===== src/rtl/core/pbm_pkg.sv =====
// pbm_pkg: shared constants, codes and types of the packet buffer manager
// used by pbm_adjust and packet_buffer_manager; depends on nothing
package pbm_pkg;

   // pool geometry
   localparam int NUM_BUFFERS  = 64;
   localparam int BUFFER_BYTES = 2048;
   localparam int ID_W         = 6;
   localparam int CNT_W        = 7;
   localparam int LEN_W        = 12;
   localparam int CSR_IDX_W    = 1;

   // register reset values
   localparam logic [LEN_W-1:0] INIT_HEADROOM_RST = 12'd192;
   localparam logic [LEN_W-1:0] MIN_HEADROOM_RST  = 12'd64;

   // buffer memory word: free mark, offset, length
   localparam int BUF_W = 1 + 2 * LEN_W;

   typedef enum logic [2:0] {
      CMD_ALLOC        = 3'd0,
      CMD_FREE         = 3'd1,
      CMD_EXTEND_FRONT = 3'd2,
      CMD_EXTEND_BACK  = 3'd3,
      CMD_SHRINK_FRONT = 3'd4,
      CMD_SHRINK_BACK  = 3'd5
   } cmd_type;

   typedef enum logic [1:0] {
      ST_OK    = 2'd0,
      ST_INVAL = 2'd1,
      ST_EMPTY = 2'd2
   } status_type;

   typedef enum logic [CSR_IDX_W-1:0] {
      CSR_INIT_HEADROOM = 1'b0,
      CSR_MIN_HEADROOM  = 1'b1
   } csr_idx_type;

   // outcome of a payload adjust
   typedef struct packed {
      logic             ok;
      logic [LEN_W-1:0] offset;
      logic [LEN_W-1:0] length;
   } adjust_type;

endpackage


===== src/rtl/core/packet_buffer_manager.sv =====
// packet_buffer_manager: an accepted request is registered, executed in S_EXEC, and its
// result strobe is registered; no new request is taken while busy, during the
// read-modify-write of the buffer and free-id memories; the receiver cannot stall.
// reset is synchronous: control state and valid bits clear at once, an unwritten
// memory entry reads as its reset value, so no clearing pass is run.
// depends on pbm_pkg, pbm_ram, pbm_adjust
module packet_buffer_manager (
   input  logic                          clock,
   input  logic                          reset,
   input  logic                          start,
   output logic                          busy,
   input  logic [2:0]                    req_cmd,
   input  logic [pbm_pkg::ID_W-1:0]      req_buffer_id,
   input  logic [pbm_pkg::LEN_W-1:0]     req_amount,
   output logic                          rsp_valid,
   output logic [1:0]                    rsp_status,
   output logic [pbm_pkg::ID_W-1:0]      rsp_result_id,
   output logic [pbm_pkg::LEN_W-1:0]     rsp_data_offset,
   output logic [pbm_pkg::LEN_W-1:0]     rsp_data_length,
   input  logic                          csr_we,
   input  logic [pbm_pkg::CSR_IDX_W-1:0] csr_index,
   input  logic [pbm_pkg::LEN_W-1:0]     csr_wdata
);

   typedef enum logic [1:0] {
      S_IDLE = 2'b01,
      S_EXEC = 2'b10
   } state_type;

   localparam int ID_W  = pbm_pkg::ID_W;
   localparam int LEN_W = pbm_pkg::LEN_W;
   localparam int CNT_W = pbm_pkg::CNT_W;

   state_type                    state_ff, state_in;
   pbm_pkg::cmd_type             cmd_ff;
   logic [ID_W-1:0]              id_ff;
   logic [LEN_W-1:0]             amount_ff;
   logic                         buf_vld_rd_ff;
   logic                         q_vld_rd_ff;
   logic [pbm_pkg::NUM_BUFFERS-1:0] buf_vld_ff;
   logic [pbm_pkg::NUM_BUFFERS-1:0] q_vld_ff;
   logic [ID_W-1:0]              head_ff, head_in;
   logic [ID_W-1:0]              tail_ff, tail_in;
   logic [CNT_W-1:0]             count_ff, count_in;
   logic [LEN_W-1:0]             init_headroom_ff;
   logic [LEN_W-1:0]             min_headroom_ff;
   logic                         accept;
   logic                         exec;

   logic [pbm_pkg::BUF_W-1:0]    buf_rdata;
   logic [pbm_pkg::BUF_W-1:0]    buf_wdata;
   logic                         buf_we;
   logic [ID_W-1:0]              buf_waddr;
   logic [ID_W-1:0]              q_rdata;
   logic                         q_we;

   logic                         cur_mark;
   logic [LEN_W-1:0]             cur_off;
   logic [LEN_W-1:0]             cur_len;
   logic [ID_W-1:0]              got_id;
   logic                         id_in_range;
   pbm_pkg::adjust_type          adj;

   logic                         rsp_valid_ff;
   logic [1:0]                   status_ff, status_in;
   logic [ID_W-1:0]              res_id_ff, res_id_in;
   logic [LEN_W-1:0]             res_off_ff, res_off_in;
   logic [LEN_W-1:0]             res_len_ff, res_len_in;

   assign accept = start && (state_ff == S_IDLE);
   assign exec   = (state_ff == S_EXEC);
   assign busy   = exec;

   // sequencer: accept then execute
   always_comb begin
      state_in = state_ff;
      unique case (state_ff)
         S_IDLE: begin
            if (start) state_in = S_EXEC;
         end
         S_EXEC: begin
            state_in = S_IDLE;
         end
         default: begin
            state_in = S_IDLE;
         end
      endcase
   end

   // configuration registers
   always_ff @(posedge clock) begin
      if (reset) begin
         init_headroom_ff <= pbm_pkg::INIT_HEADROOM_RST;
         min_headroom_ff  <= pbm_pkg::MIN_HEADROOM_RST;
      end else if (csr_we) begin
         unique case (pbm_pkg::csr_idx_type'(csr_index))
            pbm_pkg::CSR_INIT_HEADROOM: init_headroom_ff <= csr_wdata;
            pbm_pkg::CSR_MIN_HEADROOM:  min_headroom_ff  <= csr_wdata;
            default: begin
               init_headroom_ff <= init_headroom_ff;
            end
         endcase
      end
   end

   // request capture, no reset needed on payload
   always_ff @(posedge clock) begin
      if (accept) begin
         cmd_ff        <= pbm_pkg::cmd_type'(req_cmd);
         id_ff         <= req_buffer_id;
         amount_ff     <= req_amount;
         buf_vld_rd_ff <= buf_vld_ff[req_buffer_id];
         q_vld_rd_ff   <= q_vld_ff[head_ff];
      end
   end

   // buffer state memory: free mark, offset, length
   pbm_ram #(
      .WIDTH (pbm_pkg::BUF_W),
      .DEPTH (pbm_pkg::NUM_BUFFERS)
   ) u_buf_ram (
      .clock (clock),
      .we    (buf_we),
      .waddr (buf_waddr),
      .wdata (buf_wdata),
      .raddr (req_buffer_id),
      .rdata (buf_rdata)
   );

   // free id queue memory
   pbm_ram #(
      .WIDTH (ID_W),
      .DEPTH (pbm_pkg::NUM_BUFFERS)
   ) u_queue_ram (
      .clock (clock),
      .we    (q_we),
      .waddr (tail_ff),
      .wdata (id_ff),
      .raddr (head_ff),
      .rdata (q_rdata)
   );

   // unwritten entries read as their reset value
   always_comb begin
      if (buf_vld_rd_ff) begin
         {cur_mark, cur_off, cur_len} = buf_rdata;
      end else begin
         cur_mark = 1'b1;
         cur_off  = pbm_pkg::INIT_HEADROOM_RST;
         cur_len  = '0;
      end
      got_id = q_vld_rd_ff ? q_rdata : head_ff;
      if (!(CNT_W'(got_id) < CNT_W'(pbm_pkg::NUM_BUFFERS))) got_id = '0;
      id_in_range = CNT_W'(id_ff) < CNT_W'(pbm_pkg::NUM_BUFFERS);
   end

   pbm_adjust u_adjust (
      .cmd          (cmd_ff),
      .offset       (cur_off),
      .length       (cur_len),
      .amount       (amount_ff),
      .min_headroom (min_headroom_ff),
      .result       (adj)
   );

   // execute: write back, queue update and result
   always_comb begin
      head_in    = head_ff;
      tail_in    = tail_ff;
      count_in   = count_ff;
      buf_we     = 1'b0;
      buf_waddr  = id_ff;
      buf_wdata  = {cur_mark, cur_off, cur_len};
      q_we       = 1'b0;
      status_in  = pbm_pkg::ST_OK;
      res_id_in  = id_ff;
      res_off_in = cur_off;
      res_len_in = cur_len;
      if (exec) begin
         if (cmd_ff == pbm_pkg::CMD_ALLOC) begin
            if (count_ff == '0) begin
               status_in  = pbm_pkg::ST_EMPTY;
               res_id_in  = '0;
               res_off_in = '0;
               res_len_in = '0;
            end else begin
               head_in    = (head_ff == ID_W'(pbm_pkg::NUM_BUFFERS - 1)) ? '0 : head_ff + 1'b1;
               count_in   = count_ff - 1'b1;
               buf_we     = 1'b1;
               buf_waddr  = got_id;
               buf_wdata  = {1'b0, init_headroom_ff, {LEN_W{1'b0}}};
               res_id_in  = got_id;
               res_off_in = init_headroom_ff;
               res_len_in = '0;
            end
         end else if (!id_in_range) begin
            status_in  = pbm_pkg::ST_INVAL;
            res_off_in = '0;
            res_len_in = '0;
         end else if (cmd_ff == pbm_pkg::CMD_FREE) begin
            if (!cur_mark && (count_ff < CNT_W'(pbm_pkg::NUM_BUFFERS))) begin
               q_we      = 1'b1;
               tail_in   = (tail_ff == ID_W'(pbm_pkg::NUM_BUFFERS - 1)) ? '0 : tail_ff + 1'b1;
               count_in  = count_ff + 1'b1;
               buf_we    = 1'b1;
               buf_wdata = {1'b1, cur_off, cur_len};
            end
         end else begin
            buf_we     = 1'b1;
            buf_wdata  = {cur_mark, adj.offset, adj.length};
            status_in  = adj.ok ? pbm_pkg::ST_OK : pbm_pkg::ST_INVAL;
            res_off_in = adj.offset;
            res_len_in = adj.length;
         end
      end
   end

   // control state and valid bits
   always_ff @(posedge clock) begin
      if (reset) begin
         state_ff     <= S_IDLE;
         head_ff      <= '0;
         tail_ff      <= '0;
         count_ff     <= CNT_W'(pbm_pkg::NUM_BUFFERS);
         buf_vld_ff   <= '0;
         q_vld_ff     <= '0;
         rsp_valid_ff <= 1'b0;
      end else begin
         state_ff     <= state_in;
         head_ff      <= head_in;
         tail_ff      <= tail_in;
         count_ff     <= count_in;
         rsp_valid_ff <= exec;
         if (buf_we) buf_vld_ff[buf_waddr] <= 1'b1;
         if (q_we)   q_vld_ff[tail_ff]     <= 1'b1;
      end
   end

   // result registers
   always_ff @(posedge clock) begin
      if (exec) begin
         status_ff  <= status_in;
         res_id_ff  <= res_id_in;
         res_off_ff <= res_off_in;
         res_len_ff <= res_len_in;
      end
   end

   assign rsp_valid       = rsp_valid_ff;
   assign rsp_status      = status_ff;
   assign rsp_result_id   = res_id_ff;
   assign rsp_data_offset = res_off_ff;
   assign rsp_data_length = res_len_ff;

`ifndef NO_ASSERTIONS
   a_rsp_after_exec: assert property (@(posedge clock) disable iff (reset)
      rsp_valid_ff |-> $past(state_ff == S_EXEC))
      else $error("result strobe without an executed request");

   a_count_bound: assert property (@(posedge clock) disable iff (reset)
      count_ff <= CNT_W'(pbm_pkg::NUM_BUFFERS))
      else $error("free count above pool size");

   a_accept_busy: assert property (@(posedge clock) disable iff (reset)
      accept |=> busy)
      else $error("accepted request did not raise busy");

   a_alloc_count: assert property (@(posedge clock) disable iff (reset)
      (exec && cmd_ff == pbm_pkg::CMD_ALLOC && count_ff != '0)
      |=> count_ff == $past(count_ff) - 1'b1)
      else $error("allocate did not take one id from the pool");
`endif

endmodule


===== src/rtl/core/pbm_ram.sv =====
// pbm_ram: generic single write port, single read port ram with registered read
// no dependencies
module pbm_ram #(
   parameter int WIDTH = 8,
   parameter int DEPTH = 64
) (
   input  logic                     clock,
   input  logic                     we,
   input  logic [$clog2(DEPTH)-1:0] waddr,
   input  logic [WIDTH-1:0]         wdata,
   input  logic [$clog2(DEPTH)-1:0] raddr,
   output logic [WIDTH-1:0]         rdata
);

   logic [WIDTH-1:0] mem [DEPTH];
   logic [WIDTH-1:0] rdata_ff;

   // write port and registered read port
   always_ff @(posedge clock) begin
      if (we) begin
         mem[waddr] <= wdata;
      end
      rdata_ff <= mem[raddr];
   end

   assign rdata = rdata_ff;

endmodule


===== src/rtl/core/pbm_adjust.sv =====
// pbm_adjust: bounds checks and new offset and length for the four adjust commands
// depends on pbm_pkg
module pbm_adjust (
   input  pbm_pkg::cmd_type                cmd,
   input  logic [pbm_pkg::LEN_W-1:0]       offset,
   input  logic [pbm_pkg::LEN_W-1:0]       length,
   input  logic [pbm_pkg::LEN_W-1:0]       amount,
   input  logic [pbm_pkg::LEN_W-1:0]       min_headroom,
   output pbm_pkg::adjust_type             result
);

   logic [pbm_pkg::LEN_W-1:0] off_less;
   logic [pbm_pkg::LEN_W+1:0] back_end;
   logic                      amt_gt_off;
   logic                      amt_gt_len;

   // differences, sums and compares for the per command checks
   always_comb begin
      off_less   = offset - amount;
      back_end   = (pbm_pkg::LEN_W+2)'(offset) + (pbm_pkg::LEN_W+2)'(length)
                   + (pbm_pkg::LEN_W+2)'(amount);
      amt_gt_off = amount > offset;
      amt_gt_len = amount > length;
   end

   // per command check; a failed check keeps the buffer as it is
   always_comb begin
      result.ok     = 1'b0;
      result.offset = offset;
      result.length = length;
      unique case (cmd)
         pbm_pkg::CMD_EXTEND_FRONT: begin
            if (!amt_gt_off && !(off_less < min_headroom)) begin
               result.ok     = 1'b1;
               result.offset = off_less;
               result.length = length + amount;
            end
         end
         pbm_pkg::CMD_EXTEND_BACK: begin
            if (!(back_end > (pbm_pkg::LEN_W+2)'(pbm_pkg::BUFFER_BYTES))) begin
               result.ok     = 1'b1;
               result.length = length + amount;
            end
         end
         pbm_pkg::CMD_SHRINK_FRONT: begin
            if (!amt_gt_len) begin
               result.ok     = 1'b1;
               result.offset = offset + amount;
               result.length = length - amount;
            end
         end
         pbm_pkg::CMD_SHRINK_BACK: begin
            if (!amt_gt_len) begin
               result.ok     = 1'b1;
               result.length = length - amount;
            end
         end
         default: begin
            result.ok = 1'b0;
         end
      endcase
   end

endmodule

===== config.mk =====
export PLATFORM = sky130hd
export DESIGN_NAME = packet_buffer_manager
export DESIGN_NICKNAME = d
export VERILOG_FILES = /design/src/rtl/core/pbm_pkg.sv /design/src/rtl/core/packet_buffer_manager.sv /design/src/rtl/core/pbm_ram.sv /design/src/rtl/core/pbm_adjust.sv
export SDC_FILE = /design/constraint.sdc
export NUM_CORES = 2
export LEC_CHECK = 0
export BUFFER_PORTS_ARGS = -buffer_cell sky130_fd_sc_hd__buf_2
export CORE_MARGIN = 2
export CORE_UTILIZATION = 55
export DETAILED_ROUTE_END_ITERATION = 8
export PLACE_DENSITY = 0.71
export SYNTH_ARGS = -nofsm -noshare
export SYNTH_HDL_FRONTEND = slang
export SYNTH_SLANG_ARGS = --single-unit
export TNS_END_PERCENT = 5

===== constraint.sdc =====
create_clock -name clock -period 23.6 [get_ports clock]
set_input_delay 4.72 -clock clock [delete_from_list [all_inputs] [get_ports clock]]
set_output_delay 4.72 -clock clock [all_outputs]
set_load 0.03 [all_outputs]

==> reports/qor.yml <==
status:
  status: "complete, no violations"
clocking:
  ctsHtreeMaxLevel: 4
  clockRootBuffer: "clkbuf_16"
  cts.hold.buffers_added: 0
  cts_resized: 0
  max-clock-path-buffers: 3
  cts_tree: "done"
  postCtsSetupBuffers: 0
  clk_pin_slew_worst_paths_ns: 0.06
  clock-sinks: 2244
  cts_buffers: 216
  clock_latency_ns: 0.87
synthesis:
  netlist-cell-type-count: 84
  async_flop_share_pct: 0
  synth_top_flop_cell: "edfxtp_1"
  synth_enable_flop_cells: 2039
  synth_warnings: 0
  avgSynthCellArea_um2: 19.82
  syn_area_mm2: 0.08979
  synthCells: 4529
  yosys.area.top_type: "edfxtp_1"
  synthTopCellsByArea: "edfxtp_1 (68%), mux4_2 (17%), dfxtp_1 (4.6%)"
  synth_nets: 4643
  yosysSeqAreaShare_pct: 72.76
  ys_ff_latch: 2244
  yosysTopAreaCellShare_pct: 68.19
grt:
  grt_antenna_before_repair: 8
  grt_usage_pct: 27.00
  grt_pass1_wl_mm: 322.7
  grt_max_degree: 108
  grt-ovfl-total: 0
  grt_pass1_vias: 45560
placed_design:
  place_congestion: 0.8782
  portBuffers: 71
  dpl.hpwl_mm: 127.1
  placed_area_mm2: 0.09355
  preCtsSetupSlack_ns: 14.48
cells_and_area:
  drive_gt1_share_pct: 27.36
  layout_common_cells: "edfxtp_1 (2,039), mux4_2 (693), nor2_1 (348), clkbuf_16 (222), dfxtp_1 (202)"
  final_area_mm2: 0.1007
  final_common_cell: "edfxtp_1"
  syn_to_final_growth_pct: 12.17
  fin_nets: 4798
  fillCellCount: 11020
critical_path:
  crit_chain: "buf_8 > buf_12 > buf_4 > mux4_2 > mux4_2 > mux4_2"
  worstSetupPathType: "in -> reg"
  endpoint_kind: "register"
  worstPathRequired_ns: 24.21
  cp.arrival_ns: 8.70
  cp-start-kind: "input port"
  r2r_cells: 25
  worstReg2RegEnd: "u_buf_ram.mem[10][2]$_DFFE_PP_"
  reg2reg_from: "buf_vld_rd_ff$_DFFE_PP_"
  critical_path.max_fanout: 98
  cpMostUsedCell: "mux4_2"
  cp_slowest_cell: "buf_4"
  rrSetupSlack_ns: 15.90
  slowest_delay_ns: 0.84
min_path:
  holdCritStartpoint: "buf_vld_ff[6]$_SDFFE_PP0P_"
  hold_path.class: "reg -> reg"
  worstHoldPathCells: 2
  min_to: "buf_vld_ff[6]$_SDFFE_PP0P_"
sta:
  hold_ws_ns: 0.4623
  slew_violations: 0
  rsz0062_at_grt: "no"
  max_freq_mhz: 123.7
  layout_min_cycle_time_ns: 8.081
  worst_slack_ns: 15.52
  slew_headroom_pct: 13.11
  fin_crit_sh_pct: 34.24
  hold_viol: 0
  fin_worst_skew_ns: 0.05962
  tightest_slew_ns: 1.300
  setup_violations: 0
  timing.setup.tns_ns: 0
routing:
  wirelength_mm: 223.0
  vias: 46060
  drtIter0Drc: 6372
  via_per_inst: 6.528
  firstDrtPassIters: 6
  postRouteAntennaNets: 0
  post_drt_wl_per_cell_um: 31.61
  drc: 0
floorplanning:
  start_util_pct: 55.29
  coreArea_mm2: 0.1624
  ios: 72
  dieArea_mm2: 0.1665
  num_rows: 148
  die_w_um: 408.0
  die_h_um: 408.0
pwr:
  p_comb_share_pct: 7.0
  ir_worst_vdd_mv: 0.08857
  p_int_mw: 6.558
  switching_share_pct: 22.44
  p_leak_nw: 31.97
  p_per_area_mw_per_mm2: 83.96
  switchingPower_mw: 1.897
  clockPowerShare_pct: 40.8
  power_frac_seq_pct: 52.3
flow_run:
  cap_viol_max_count: 0
critical path: cells and delay by family:
| kind | cells | cell delay [ns] |
|---|---|---|
| buf+inv | 3 | 2.05 |
| mux | 3 | 1.71 |
sequential cells by signal, indices dropped and copies added (netlist names), 2 cells and up:
signal             cells
rsp_data_offset       12
state_ff               2
u_queue_ram.rdata      6
amount_ff             12
min_headroom_ff       12
rsp_status             2
head_ff                6
rsp_data_length       12
buf_vld_ff            64
rsp_result_id          6
init_headroom_ff      12
count_ff               7
u_buf_ram.rdata       25
cmd_ff                 3
q_vld_ff              64
u_queue_ram.mem      384
u_buf_ram.mem       1600
tail_ff                6
id_ff                  6
cell families (layout without fill, tap and decap cells):
| logic type | after synthesis | count (layout) | share of synthesized area (%) |
|---|---|---|---|
| AO/OA/AOI/OAI | 387 | 387 | 3.063 |
| XOR/XNOR | 62 | 62 | 0.6048 |
| adder cells (fa/ha/maj) | 84 | 84 | 1.182 |
| buffers and inverters | 312 | 658 | 1.339 |
| flip-flops | 2244 | 2244 | 72.76 |
| multiplexers | 710 | 710 | 17.57 |
| other | 0 | 5 | 0 |
| AND/OR/NAND/NOR | 730 | 730 | 3.474 |
worst max-delay path by stage:
stage	from	endpoint	slack [ns]
floorplan	buf_vld_rd_ff$_DFFE_PP_	u_buf_ram.mem[0][2]$_DFFE_PP_	14.57
global placement	req_buffer_id[0]	buf_vld_rd_ff$_DFFE_PP_	14.51
detailed placement	req_buffer_id[0]	buf_vld_rd_ff$_DFFE_PP_	14.48
CTS	req_buffer_id[0]	buf_vld_rd_ff$_DFFE_PP_	15.40
global route	req_buffer_id[0]	buf_vld_rd_ff$_DFFE_PP_	15.16
finish	req_buffer_id[0]	buf_vld_rd_ff$_DFFE_PP_	15.52
metrics by stage:
step / std cells / power, mW / utilization [%]
floorplan: 4529 / 4.872 / -
global placement: 6641 / 5.074 / 57.60
detailed placement: 6641 / 5.086 / 57.60
CTS: 7050 / 8.499 / 62.01
global route: 7050 / 8.690 / 62.01
finish: 7055 / 8.455 / 62.01
synthesized netlist by cell type, types with 13 or more instances:
| library cell | instances |
|---|---|
| nor2_1 | 413 |
| inv_1 | 60 |
| xnor2_1 | 45 |
| a211oi_1 | 16 |
| and2_1 | 22 |
| a22o_1 | 13 |
| dfxtp_1 | 205 |
| clkbuf_1 | 169 |
| nand2_1 | 160 |
| xor2_1 | 17 |
| a21oi_1 | 101 |
| o22ai_1 | 24 |
| nand3_1 | 23 |
| o21ba_2 | 28 |
| ha_1 | 72 |
| mux4_2 | 693 |
| buf_1 | 59 |
| edfxtp_1 | 2039 |
| nand2b_1 | 22 |
| o21ai_0 | 51 |
| nor3_1 | 22 |
| a21o_1 | 17 |
| nor2b_1 | 14 |
| o31ai_1 | 14 |
| mux2i_1 | 16 |
| buf_2 | 19 |
power groups by stage:
stage                     sequential (mW)  clock [mW]  combinational [mW]
after floorplan                      4.49           0               0.378
after global placement               4.50           0               0.571
after detailed placement             4.50           0               0.583
after CTS                            4.42        3.49               0.587
after global routing                 4.42        3.64               0.631
final                                4.42        3.45               0.588
layer usage:
layer | global-route usage [%] | vias up | share of wire (%)
li1 | - | 18890 | -
met4 | 9.355 | 4 | 3.6
met3 | 5.228 | 417 | 10
met1 | 38.76 | 24240 | 39
met2 | 42.06 | 2505 | 47
met5 | 0 | - | 0.011
cell type report:
type                    instances  area, um^2  area share [%]
multi-input cells            1973       23980           23.81
clock inverters               120        1225           1.216
diodes                          5       12.51         0.01242
well taps                    2175        2721           2.702
inverters                      64       240.2          0.2385
clock buffers                 289        5927           5.885
repair buffers                185        1265           1.256
flip-flops and latches       2244       65340           64.88
No activity file was read; power rests on OpenSTA's default activity.
